--- src/lrf_pkg.sv ---
// lrf_pkg: shared types and codes for the LRU frame replacer.
// Used by lrf_ctrl, lrf_datapath, lru_frame_replacer_unit and the testbench; depends on nothing.

package lrf_pkg;

	// Request kinds as carried on s_tuser
	typedef enum logic [1:0] {
		KIND_VICTIM = 2'd0,
		KIND_PIN    = 2'd1,
		KIND_UNPIN  = 2'd2,
		KIND_NONE   = 2'd3
	} lrf_kind_t;

	// Controller states, one-hot
	typedef enum logic [3:0] {
		ST_CLEAR = 4'b0001,
		ST_IDLE  = 4'b0010,
		ST_READ  = 4'b0100,
		ST_EXEC  = 4'b1000
	} lrf_state_t;

	// Commands from controller to datapath
	typedef struct packed {
		logic clear;   // write zero to the listed flag at the sweep address
		logic accept;  // capture the incoming request
		logic exec;    // apply the list update and load the result register
	} lrf_cmd_t;

	// Status from datapath to controller
	typedef struct packed {
		logic clear_last;  // sweep address is at the last frame
	} lrf_status_t;

	localparam int FRAME_FIELD_W = 6;
	localparam int COUNT_FIELD_W = 7;

endpackage

--- src/lrf_ctrl.sv ---
// lrf_ctrl: request sequencer for the LRU frame replacer.
// Depends on lrf_pkg; drives lrf_datapath through lrf_cmd_t.

module lrf_ctrl (
	input  logic                 clk,
	input  logic                 arst_n,
	input  logic                 s_tvalid,
	output logic                 s_tready,
	output logic                 m_tvalid,
	input  logic                 m_tready,
	output lrf_pkg::lrf_cmd_t    cmd,
	input  lrf_pkg::lrf_status_t status
);

	lrf_pkg::lrf_state_t state_q;
	lrf_pkg::lrf_state_t state_d;
	logic                out_valid_q;
	logic                out_free;

	assign out_free     = !out_valid_q || m_tready;
	assign s_tready     = (state_q == lrf_pkg::ST_IDLE);
	assign m_tvalid     = out_valid_q;
	assign cmd.clear    = (state_q == lrf_pkg::ST_CLEAR);
	assign cmd.accept   = s_tvalid && s_tready;
	assign cmd.exec     = (state_q == lrf_pkg::ST_EXEC) && out_free;

	always_comb begin
		state_d = state_q;
		unique case (state_q)
			lrf_pkg::ST_CLEAR: begin
				if (status.clear_last) begin
					state_d = lrf_pkg::ST_IDLE;
				end
			end
			lrf_pkg::ST_IDLE: begin
				if (cmd.accept) begin
					state_d = lrf_pkg::ST_READ;
				end
			end
			lrf_pkg::ST_READ: begin
				state_d = lrf_pkg::ST_EXEC;
			end
			lrf_pkg::ST_EXEC: begin
				// hold until the result register can take the new result
				if (out_free) begin
					state_d = lrf_pkg::ST_IDLE;
				end
			end
			default: begin
				state_d = lrf_pkg::ST_CLEAR;
			end
		endcase
	end

	always_ff @(posedge clk or negedge arst_n) begin
		if (!arst_n) begin
			state_q     <= lrf_pkg::ST_CLEAR;
			out_valid_q <= 1'b0;
		end else begin
			state_q <= state_d;
			if (cmd.exec) begin
				out_valid_q <= 1'b1;
			end else if (m_tready) begin
				out_valid_q <= 1'b0;
			end
		end
	end

endmodule

--- src/lrf_datapath.sv ---
// lrf_datapath: link memories, listed flags, head/tail/count and result register.
// Depends on lrf_pkg; sequenced by lrf_ctrl.

module lrf_datapath #(
	parameter int FRAMES = 64
) (
	input  logic                                  clk,
	input  logic                                  arst_n,
	input  lrf_pkg::lrf_cmd_t                     cmd,
	output lrf_pkg::lrf_status_t                  status,
	input  logic [1:0]                            in_kind,
	input  logic [lrf_pkg::FRAME_FIELD_W-1:0]     in_frame,
	output logic                                  out_found,
	output logic [lrf_pkg::FRAME_FIELD_W-1:0]     out_victim,
	output logic [lrf_pkg::COUNT_FIELD_W-1:0]     out_count
);

	localparam int FW = $clog2(FRAMES);
	localparam int CW = $clog2(FRAMES + 1);

	// link and flag memories; flags are swept to zero after reset
	logic [FW-1:0] next_mem [FRAMES];
	logic [FW-1:0] prev_mem [FRAMES];
	logic          flag_mem [FRAMES];

	logic [1:0]    kind_q;
	logic [FW-1:0] fidx_q;
	logic          in_range_q;
	logic [FW-1:0] head_q;
	logic [FW-1:0] tail_q;
	logic [CW-1:0] count_q;
	logic [FW-1:0] clr_q;

	logic [FW-1:0] rd_addr;
	logic [FW-1:0] nx_q;
	logic [FW-1:0] pv_q;
	logic          flag_rd_q;

	logic          is_victim;
	logic          is_pin;
	logic          is_unpin;
	logic          do_unlink;
	logic          do_append;
	logic          count_zero;
	logic [CW-1:0] count_d;

	logic          next_we;
	logic [FW-1:0] next_wa;
	logic [FW-1:0] next_wd;
	logic          prev_we;
	logic [FW-1:0] prev_wa;
	logic [FW-1:0] prev_wd;
	logic          flag_we;
	logic [FW-1:0] flag_wa;
	logic          flag_wd;

	assign status.clear_last = (clr_q == FW'(FRAMES - 1));

	assign is_victim  = (kind_q == lrf_pkg::KIND_VICTIM);
	assign is_pin     = (kind_q == lrf_pkg::KIND_PIN);
	assign is_unpin   = (kind_q == lrf_pkg::KIND_UNPIN);
	assign count_zero = (count_q == '0);

	// a victim request works on the head frame, the others on the named frame
	assign rd_addr = is_victim ? head_q : fidx_q;

	assign do_unlink = (is_victim && !count_zero) || (is_pin && in_range_q && flag_rd_q);
	assign do_append = is_unpin && in_range_q && !flag_rd_q;

	always_comb begin
		count_d = count_q;
		if (do_unlink) begin
			count_d = count_q - CW'(1);
		end else if (do_append) begin
			count_d = count_q + CW'(1);
		end
	end

	always_comb begin
		next_we = 1'b0;
		next_wa = pv_q;
		next_wd = nx_q;
		prev_we = 1'b0;
		prev_wa = nx_q;
		prev_wd = pv_q;
		flag_we = 1'b0;
		flag_wa = rd_addr;
		flag_wd = 1'b0;
		if (cmd.clear) begin
			flag_we = 1'b1;
			flag_wa = clr_q;
		end else if (cmd.exec && do_unlink) begin
			// bridge the neighbors over the removed frame
			next_we = (rd_addr != head_q);
			prev_we = (rd_addr != tail_q);
			flag_we = 1'b1;
		end else if (cmd.exec && do_append) begin
			next_we = !count_zero;
			next_wa = tail_q;
			next_wd = rd_addr;
			prev_we = !count_zero;
			prev_wa = rd_addr;
			prev_wd = tail_q;
			flag_we = 1'b1;
			flag_wd = 1'b1;
		end
	end

	always_ff @(posedge clk) begin
		if (next_we) begin
			next_mem[next_wa] <= next_wd;
		end
		if (prev_we) begin
			prev_mem[prev_wa] <= prev_wd;
		end
		if (flag_we) begin
			flag_mem[flag_wa] <= flag_wd;
		end
		nx_q      <= next_mem[rd_addr];
		pv_q      <= prev_mem[rd_addr];
		flag_rd_q <= flag_mem[rd_addr];
	end

	// request capture and result register
	always_ff @(posedge clk) begin
		if (cmd.accept) begin
			kind_q     <= in_kind;
			fidx_q     <= FW'(in_frame);
			in_range_q <= (32'(in_frame) < FRAMES);
		end
		if (cmd.exec) begin
			out_found  <= is_victim && !count_zero;
			out_victim <= (is_victim && !count_zero) ?
				lrf_pkg::FRAME_FIELD_W'(head_q) : '0;
			out_count  <= lrf_pkg::COUNT_FIELD_W'(count_d);
		end
	end

	always_ff @(posedge clk or negedge arst_n) begin
		if (!arst_n) begin
			head_q  <= '0;
			tail_q  <= '0;
			count_q <= '0;
			clr_q   <= '0;
		end else begin
			if (cmd.clear) begin
				clr_q <= clr_q + FW'(1);
			end
			if (cmd.exec && do_unlink) begin
				if (rd_addr == head_q) begin
					head_q <= nx_q;
				end
				if (rd_addr == tail_q) begin
					tail_q <= pv_q;
				end
			end else if (cmd.exec && do_append) begin
				if (count_zero) begin
					head_q <= rd_addr;
				end
				tail_q <= rd_addr;
			end
			if (cmd.exec) begin
				count_q <= count_d;
			end
		end
	end

endmodule

--- src/lru_frame_replacer_unit.sv ---
// lru_frame_replacer_unit: top level of the LRU frame replacer.
// Depends on lrf_pkg, lrf_ctrl and lrf_datapath.
//
// Keeps evictable frames in least-recently-unpinned order as a doubly linked
// list held in per-frame link memories.
// Request channel (s_*): s_tuser carries the kind (victim, pin, unpin) and
// s_tdata the frame number. Kind 3 and out-of-range frames leave the list
// untouched. Result channel (m_*): one result per request, with m_tuser
// flagging a successful eviction and m_tdata carrying the evicted frame and
// the count of listed frames after the request.
// Flow: an accepted request first has the link memories read into registers,
// then the list is updated and the output register loaded; the update holds
// while a result waits. One request is in flight at a time, so no new request
// is taken before the last one reaches its update. The pace is set by the
// registered read of the link memories before the neighbor writes.
// Reset: the list empties at once; the listed flags are then swept to zero,
// one frame per cycle up to the last frame, with s_tready held low.
// Stalls: a waiting result sits in the output register; the next request is
// still taken and read, and its update holds until the result is taken.

module lru_frame_replacer_unit #(
	parameter int FRAMES = 64
) (
	input  logic        clk,
	input  logic        arst_n,
	input  logic        s_tvalid,
	output logic        s_tready,
	input  logic [7:0]  s_tdata,   // [5:0] frame, [7:6] zero
	input  logic [1:0]  s_tuser,   // [1:0] kind
	output logic        m_tvalid,
	input  logic        m_tready,
	output logic [15:0] m_tdata,   // [5:0] victim_frame, [12:6] listed_count, [15:13] zero
	output logic [0:0]  m_tuser    // [0] found
);

	lrf_pkg::lrf_cmd_t    cmd;
	lrf_pkg::lrf_status_t status;

	logic                              found;
	logic [lrf_pkg::FRAME_FIELD_W-1:0] victim_frame;
	logic [lrf_pkg::COUNT_FIELD_W-1:0] listed_count;

	// sequencer: clearing sweep, capture, read, update
	lrf_ctrl u_ctrl (
		.clk      (clk),
		.arst_n   (arst_n),
		.s_tvalid (s_tvalid),
		.s_tready (s_tready),
		.m_tvalid (m_tvalid),
		.m_tready (m_tready),
		.cmd      (cmd),
		.status   (status)
	);

	// list storage and result register
	lrf_datapath #(
		.FRAMES (FRAMES)
	) u_datapath (
		.clk        (clk),
		.arst_n     (arst_n),
		.cmd        (cmd),
		.status     (status),
		.in_kind    (s_tuser),
		.in_frame   (s_tdata[5:0]),
		.out_found  (found),
		.out_victim (victim_frame),
		.out_count  (listed_count)
	);

	// pack the result; the top three bits pad with zeros
	assign m_tdata = {3'b000, listed_count, victim_frame};
	assign m_tuser = found;

endmodule

--- config.mk ---
export PLATFORM = sky130hd
export DESIGN_NAME = lru_frame_replacer_unit
export DESIGN_NICKNAME = d
export VERILOG_FILES = /design/src/lrf_pkg.sv /design/src/lrf_ctrl.sv /design/src/lrf_datapath.sv /design/src/lru_frame_replacer_unit.sv
export SDC_FILE = /design/constraint.sdc
export NUM_CORES = 1
export LEC_CHECK = 0
export BUFFER_PORTS_ARGS = -buffer_cell sky130_fd_sc_hd__buf_2
export CAP_MARGIN = 20
export CORE_MARGIN = 2
export CORE_UTILIZATION = 67
export CTS_CLUSTER_SIZE = 20
export DETAILED_ROUTE_END_ITERATION = 7
export HOLD_SLACK_MARGIN = 0.12
export PLACE_DENSITY = 0.84
export SYNTH_ARGS = -nofsm -noshare
export SYNTH_HDL_FRONTEND = slang
export SYNTH_SLANG_ARGS = --single-unit
--- constraint.sdc ---
create_clock -name clk -period 13.5 [get_ports clk]
set_clock_uncertainty 0.05 [all_clocks]
set_input_delay 2.7 -clock clk [delete_from_list [all_inputs] [get_ports clk]]
set_output_delay 2.7 -clock clk [all_outputs]
set_load 0.005 [all_outputs]
==> results.md <==
Outcome:
- The run finished with clean final reports.

Finish:
- The finished cells cover 41710 sq um.
- After filler insertion, the fill cell instance count of the layout stands at 3122.
- The final core utilization is 0.7412.
- The synthesis-to-layout area growth is 9.434%.
- The antenna diode count is 0.
- After the flow finishes, the layout carries non-filler instances totaling 3429.
- Of the cells placed in the final design, the portion with a size suffix greater than 1 is 0.1418.
- The net count of the finished layout is 2620.

Route:
- In the detailed route, the total length drawn on met2 is 44880 um.
- The routed layout has 24570 vias.
- The detailed route wirelength on metal3 is 12440 um.
- The average detailed-routed wire length per instance is 28.17 um.
- The detailed-route DRC error count is 0.
- The initial DRC count is 4082.
- Once detail routing completed, the nets flagged for antenna violations numbered 0.
- The total wire length after detailed routing is 96590 um.
- The pre-antenna-repair detailed-routing pass consisted of 7 iterations.
- The sum of routed wire segments on met1 is 33680 um.
- Signal routing reaches up to met5.
- The number of vias per cell after detailed routing is 7.166.

Critical path:
- The reg-to-reg setup timing slack is 7.86 ns.
- The worst setup path is captured at a flip-flop.
- At the worst endpoint, the arrival time is 7.07 ns.
- On the critical path, the stage with the largest delay is an instance of sky130_fd_sc_hd__nand3_2.
- The startpoint identified for the worst register-to-register timing path is u_datapath.kind_q[1].
- The worst path required time is 13.72 ns.
- Of all nets on the critical path, the largest fanout is 72.
- The worst setup path is launched from an input port.
- The worst flop-to-flop path endpoint is u_datapath.prev_mem[52][5].
- Counting stages on the worst path, the most repeated cell is sky130_fd_sc_hd__inv_2.
- The depth of the worst register-to-register path is 10.
- The signal on the critical path passes through buf_2, nand2b_1, nand3_2, inv_2, buf_12, mux2_2, inv_2, buf_4, nand4_1, nor2_1.
- The worst setup path is of the in2reg kind.
- The largest stage delay on the critical path is 0.77 ns.

Flow run:
- The tool flagged a number of max-cap violations equal to 0.

STA:
- The share of the clock period used by the worst path is 0.5076.
- The count of final max-slew check failures came to 0.
- The top achievable clock speed is 145.9 MHz.
- The accumulated negative setup slack is 0 ns.
- Setup violations remaining at the end of the flow were counted as 0.
- Setup repair after global routing left no endpoint under its margin.
- In this run the tightest slew margin relative to its limit is 0.2033.
- The final critical path time including I/O delays and setup is 6.853 ns.
- For the pin with the worst max-slew slack, the measured transition is 1.194 ns.
- The number of endpoints with negative hold slack in the final report is 0.

Power:
- The power share of the combinational group is 0.030.
- Of the total power, the share spent switching nets is 0.2112.
- Summed over all cells, the static leakage comes to 0.01332 uW.
- Cell internal power was estimated by the tool at 4432 uW.
- The switching power is 1187 uW.
- The worst-case IR drop observed on VDD is 0.0001030 V.
- The part of the power in the clock network is 0.428.
- Dividing total power by cell area gives a power density of 134.7 nW/um^2.
- Of the total power, registers draw 0.542.

Clock tree:
- Clock-pin slew was measured on the worst setup and hold paths at 0.06 ns.
- The number of clock buffers added by TritonCTS is 87.
- The clock insertion delay at the later pin of the skew report is 0.66 ns.
- After clock tree synthesis, the setup repair step added 0 buffers.
- The number of H-tree levels is 3.
- In this run, post-CTS repair resized a total of 0 instances.
- TritonCTS built the clock tree.
- No sink is reached through more buffers than the 3 on the longest clock path.
- In this run the clock root is driven by a sky130_fd_sc_hd__clkbuf_16.
- The hold buffer count at CTS is 0.
- Clock tree synthesis found a total of 897 sinks.

Worst hold path:
- The start point of the worst min-delay path is u_datapath.clr_q[3].
- The hold-critical path depth is 1.
- The type of the tightest min-delay check is reg2reg.
- The worst hold path endpoint is u_datapath.clr_q[3].

Yosys:
- Yosys mapped a number of flops with a built-in enable equal to 854.
- The number of cells produced by synthesis is 2616.
- The proportion of synthesized chip area in sequential cells is 0.6993.
- The netlist area before placement is 38120 sq um.
- After synthesis, the share of flip-flops with an asynchronous set or reset is 0.03344.
- Counting instances in the post-synthesis netlist gives the leading cell types as sky130_fd_sc_hd__edfxtp_1, sky130_fd_sc_hd__nor2_1, sky130_fd_sc_hd__nand3_1.
- Yosys attributes the largest share of cell area to sky130_fd_sc_hd__edfxtp_1, sky130_fd_sc_hd__mux4_2, sky130_fd_sc_hd__mux2i_1.
- The Yosys step of the flow raised 0 warnings.
- The share of synthesized area in the top cell type comes to 0.6728.
- The post-synthesis cell type with the largest combined area is sky130_fd_sc_hd__edfxtp_1.
- Averaged over all synthesized cells, the footprint is 14.57 sq um.
- The unique cell type count in the Yosys netlist is 80.
- The register bit total from synthesis is 897.
- The most used flip-flop cell after synthesis is sky130_fd_sc_hd__edfxtp_1.
- In the post-synthesis netlist, the cell with the most instances is sky130_fd_sc_hd__edfxtp_1.

Floorplanning:
- The overall die height is 242.5 um.
- The floorplan die area is 58820 sq um.
- The initial core utilization is 0.6773.
- The floorplan die width is 242.5 um.
- The number of standard-cell rows in the floorplan is 87.
- The area of the placeable core is 56280 sq um.
- For this design the top-level I/O count stands at 33.

Placement:
- The global placement routability congestion is 0.8863.
- The estimated wirelength of the detail-placed design is 54930 um.
- After detailed placement, the design holds a cell count of 3267.
- After detailed placement, the total cell area comes to 38850 sq um.
- The quantity of I/O buffers inserted on ports is 27.

Global routing:
- The via count of the first global-routing pass came to 23940.
- Entering global routing, the biggest net connects 100 pins.
- The remaining global-route overflow is 0.
- Across every metal layer, demand over resource in global routing totals 0.3273.
- The first-pass GRT wire length is 144700 um.
- The initial antenna violation count came to 3.
[logic make-up (layout without fill, tap and decap cells)]
group	count (synthesis)	in the layout	share of synthesized area
flip-flops	897	897	0.6993
AND/OR/NAND/NOR	840	840	0.1059
AO/OA/AOI/OAI	411	411	0.07297
multiplexers	246	246	0.09204
buffers and inverters	195	250	0.02344
XOR/XNOR	23	23	0.005285
adder cells (fa/ha/maj)	3	3	0.0009848
other	1	3	0.00009838
[worst max-delay path, delay by kind of cell]
family | cells | cell delay [ns]
and+or+nand+nor | 4 | 2.32
buffers and inverters | 5 | 1.55
muxes | 1 | 0.45
[power groups by stage]
stage / clock network (uW) / logic [uW] / registers [uW]
after floorplan: 0 / 117 / 3090
after global placement: 0 / 154 / 3100
after detailed placement: 0 / 161 / 3100
after CTS: 2400 / 164 / 3040
after global routing: 2510 / 180 / 3050
final: 2410 / 168 / 3050
[layout by cell type, fill, tap and decap left out, drive strengths merged, types with 23 or more instances in the layout]
| cell type | Yosys | routed |
|---|---|---|
| clkinv | 0 | 36 |
| dfrtp | 29 | 29 |
| nand2 | 155 | 155 |
| o211ai | 58 | 58 |
| edfxtp | 854 | 854 |
| a21oi | 39 | 39 |
| a32oi | 38 | 38 |
| nand4 | 71 | 71 |
| nor2 | 284 | 284 |
| a22o | 23 | 23 |
| inv | 21 | 25 |
| mux4 | 78 | 78 |
| nand3 | 209 | 209 |
| o21ai | 150 | 150 |
| mux2i | 112 | 112 |
| buf | 82 | 70 |
| nand2b | 44 | 44 |
| clkbuf | 92 | 108 |
| a221oi | 24 | 24 |
| mux2 | 56 | 56 |
[worst max path at each step]
stage | from | end | slack, ns | cells after the start
after floorplan | m_tready | u_datapath.next_mem[0][0] | 6.77 | 5
after global placement | m_tready | u_datapath.prev_mem[37][5] | 5.66 | 8
after detailed placement | m_tready | u_datapath.next_mem[57][3] | 5.42 | 9
after CTS | m_tready | u_datapath.next_mem[57][3] | 5.96 | 9
after global routing | m_tready | u_datapath.prev_mem[50][5] | 6.57 | 10
final | m_tready | u_datapath.prev_mem[52][5] | 6.65 | 10
[layer usage]
metal | vias to the layer above | global-route usage
met4 | 4 | 0.1690
li1 | 10160 | -
met1 | 11990 | 0.4353
met5 | - | 0
met3 | 402 | 0.07710
met2 | 2009 | 0.5113
[area by class of cell]
class                   count  area (sq um)  share of cell area
repair buffers             70         486.7             0.01167
multi-input cells        1526         10730              0.2573
inverters                  21         78.83            0.001890
clock buffers             108          2328             0.05582
clock inverters            51         481.7             0.01155
well taps                 756         945.9             0.02268
flip-flops and latches    897         26660              0.6391
[registers in the layout (all words and copies together), names as in the netlist, 7 cells and up]
register / count
u_datapath.flag_mem: 64
u_datapath.count_q: 7
u_datapath.prev_mem: 384
u_datapath.out_count: 7
u_datapath.next_mem: 384
[through the flow]
stage / total power (uW) / worst slack, ns / hold slack [ns]
finish: 5619 / 6.647 / 0.4752
global route: 5734 / 6.571 / 0.5122
CTS: 5611 / 5.961 / 0.4790
detailed placement: 3264 / 5.421 / 0.4637
global placement: 3256 / 5.656 / 0.4443
floorplan: 3211 / 6.766 / 0.4290
No activity file was read; power rests on OpenSTA's default activity.
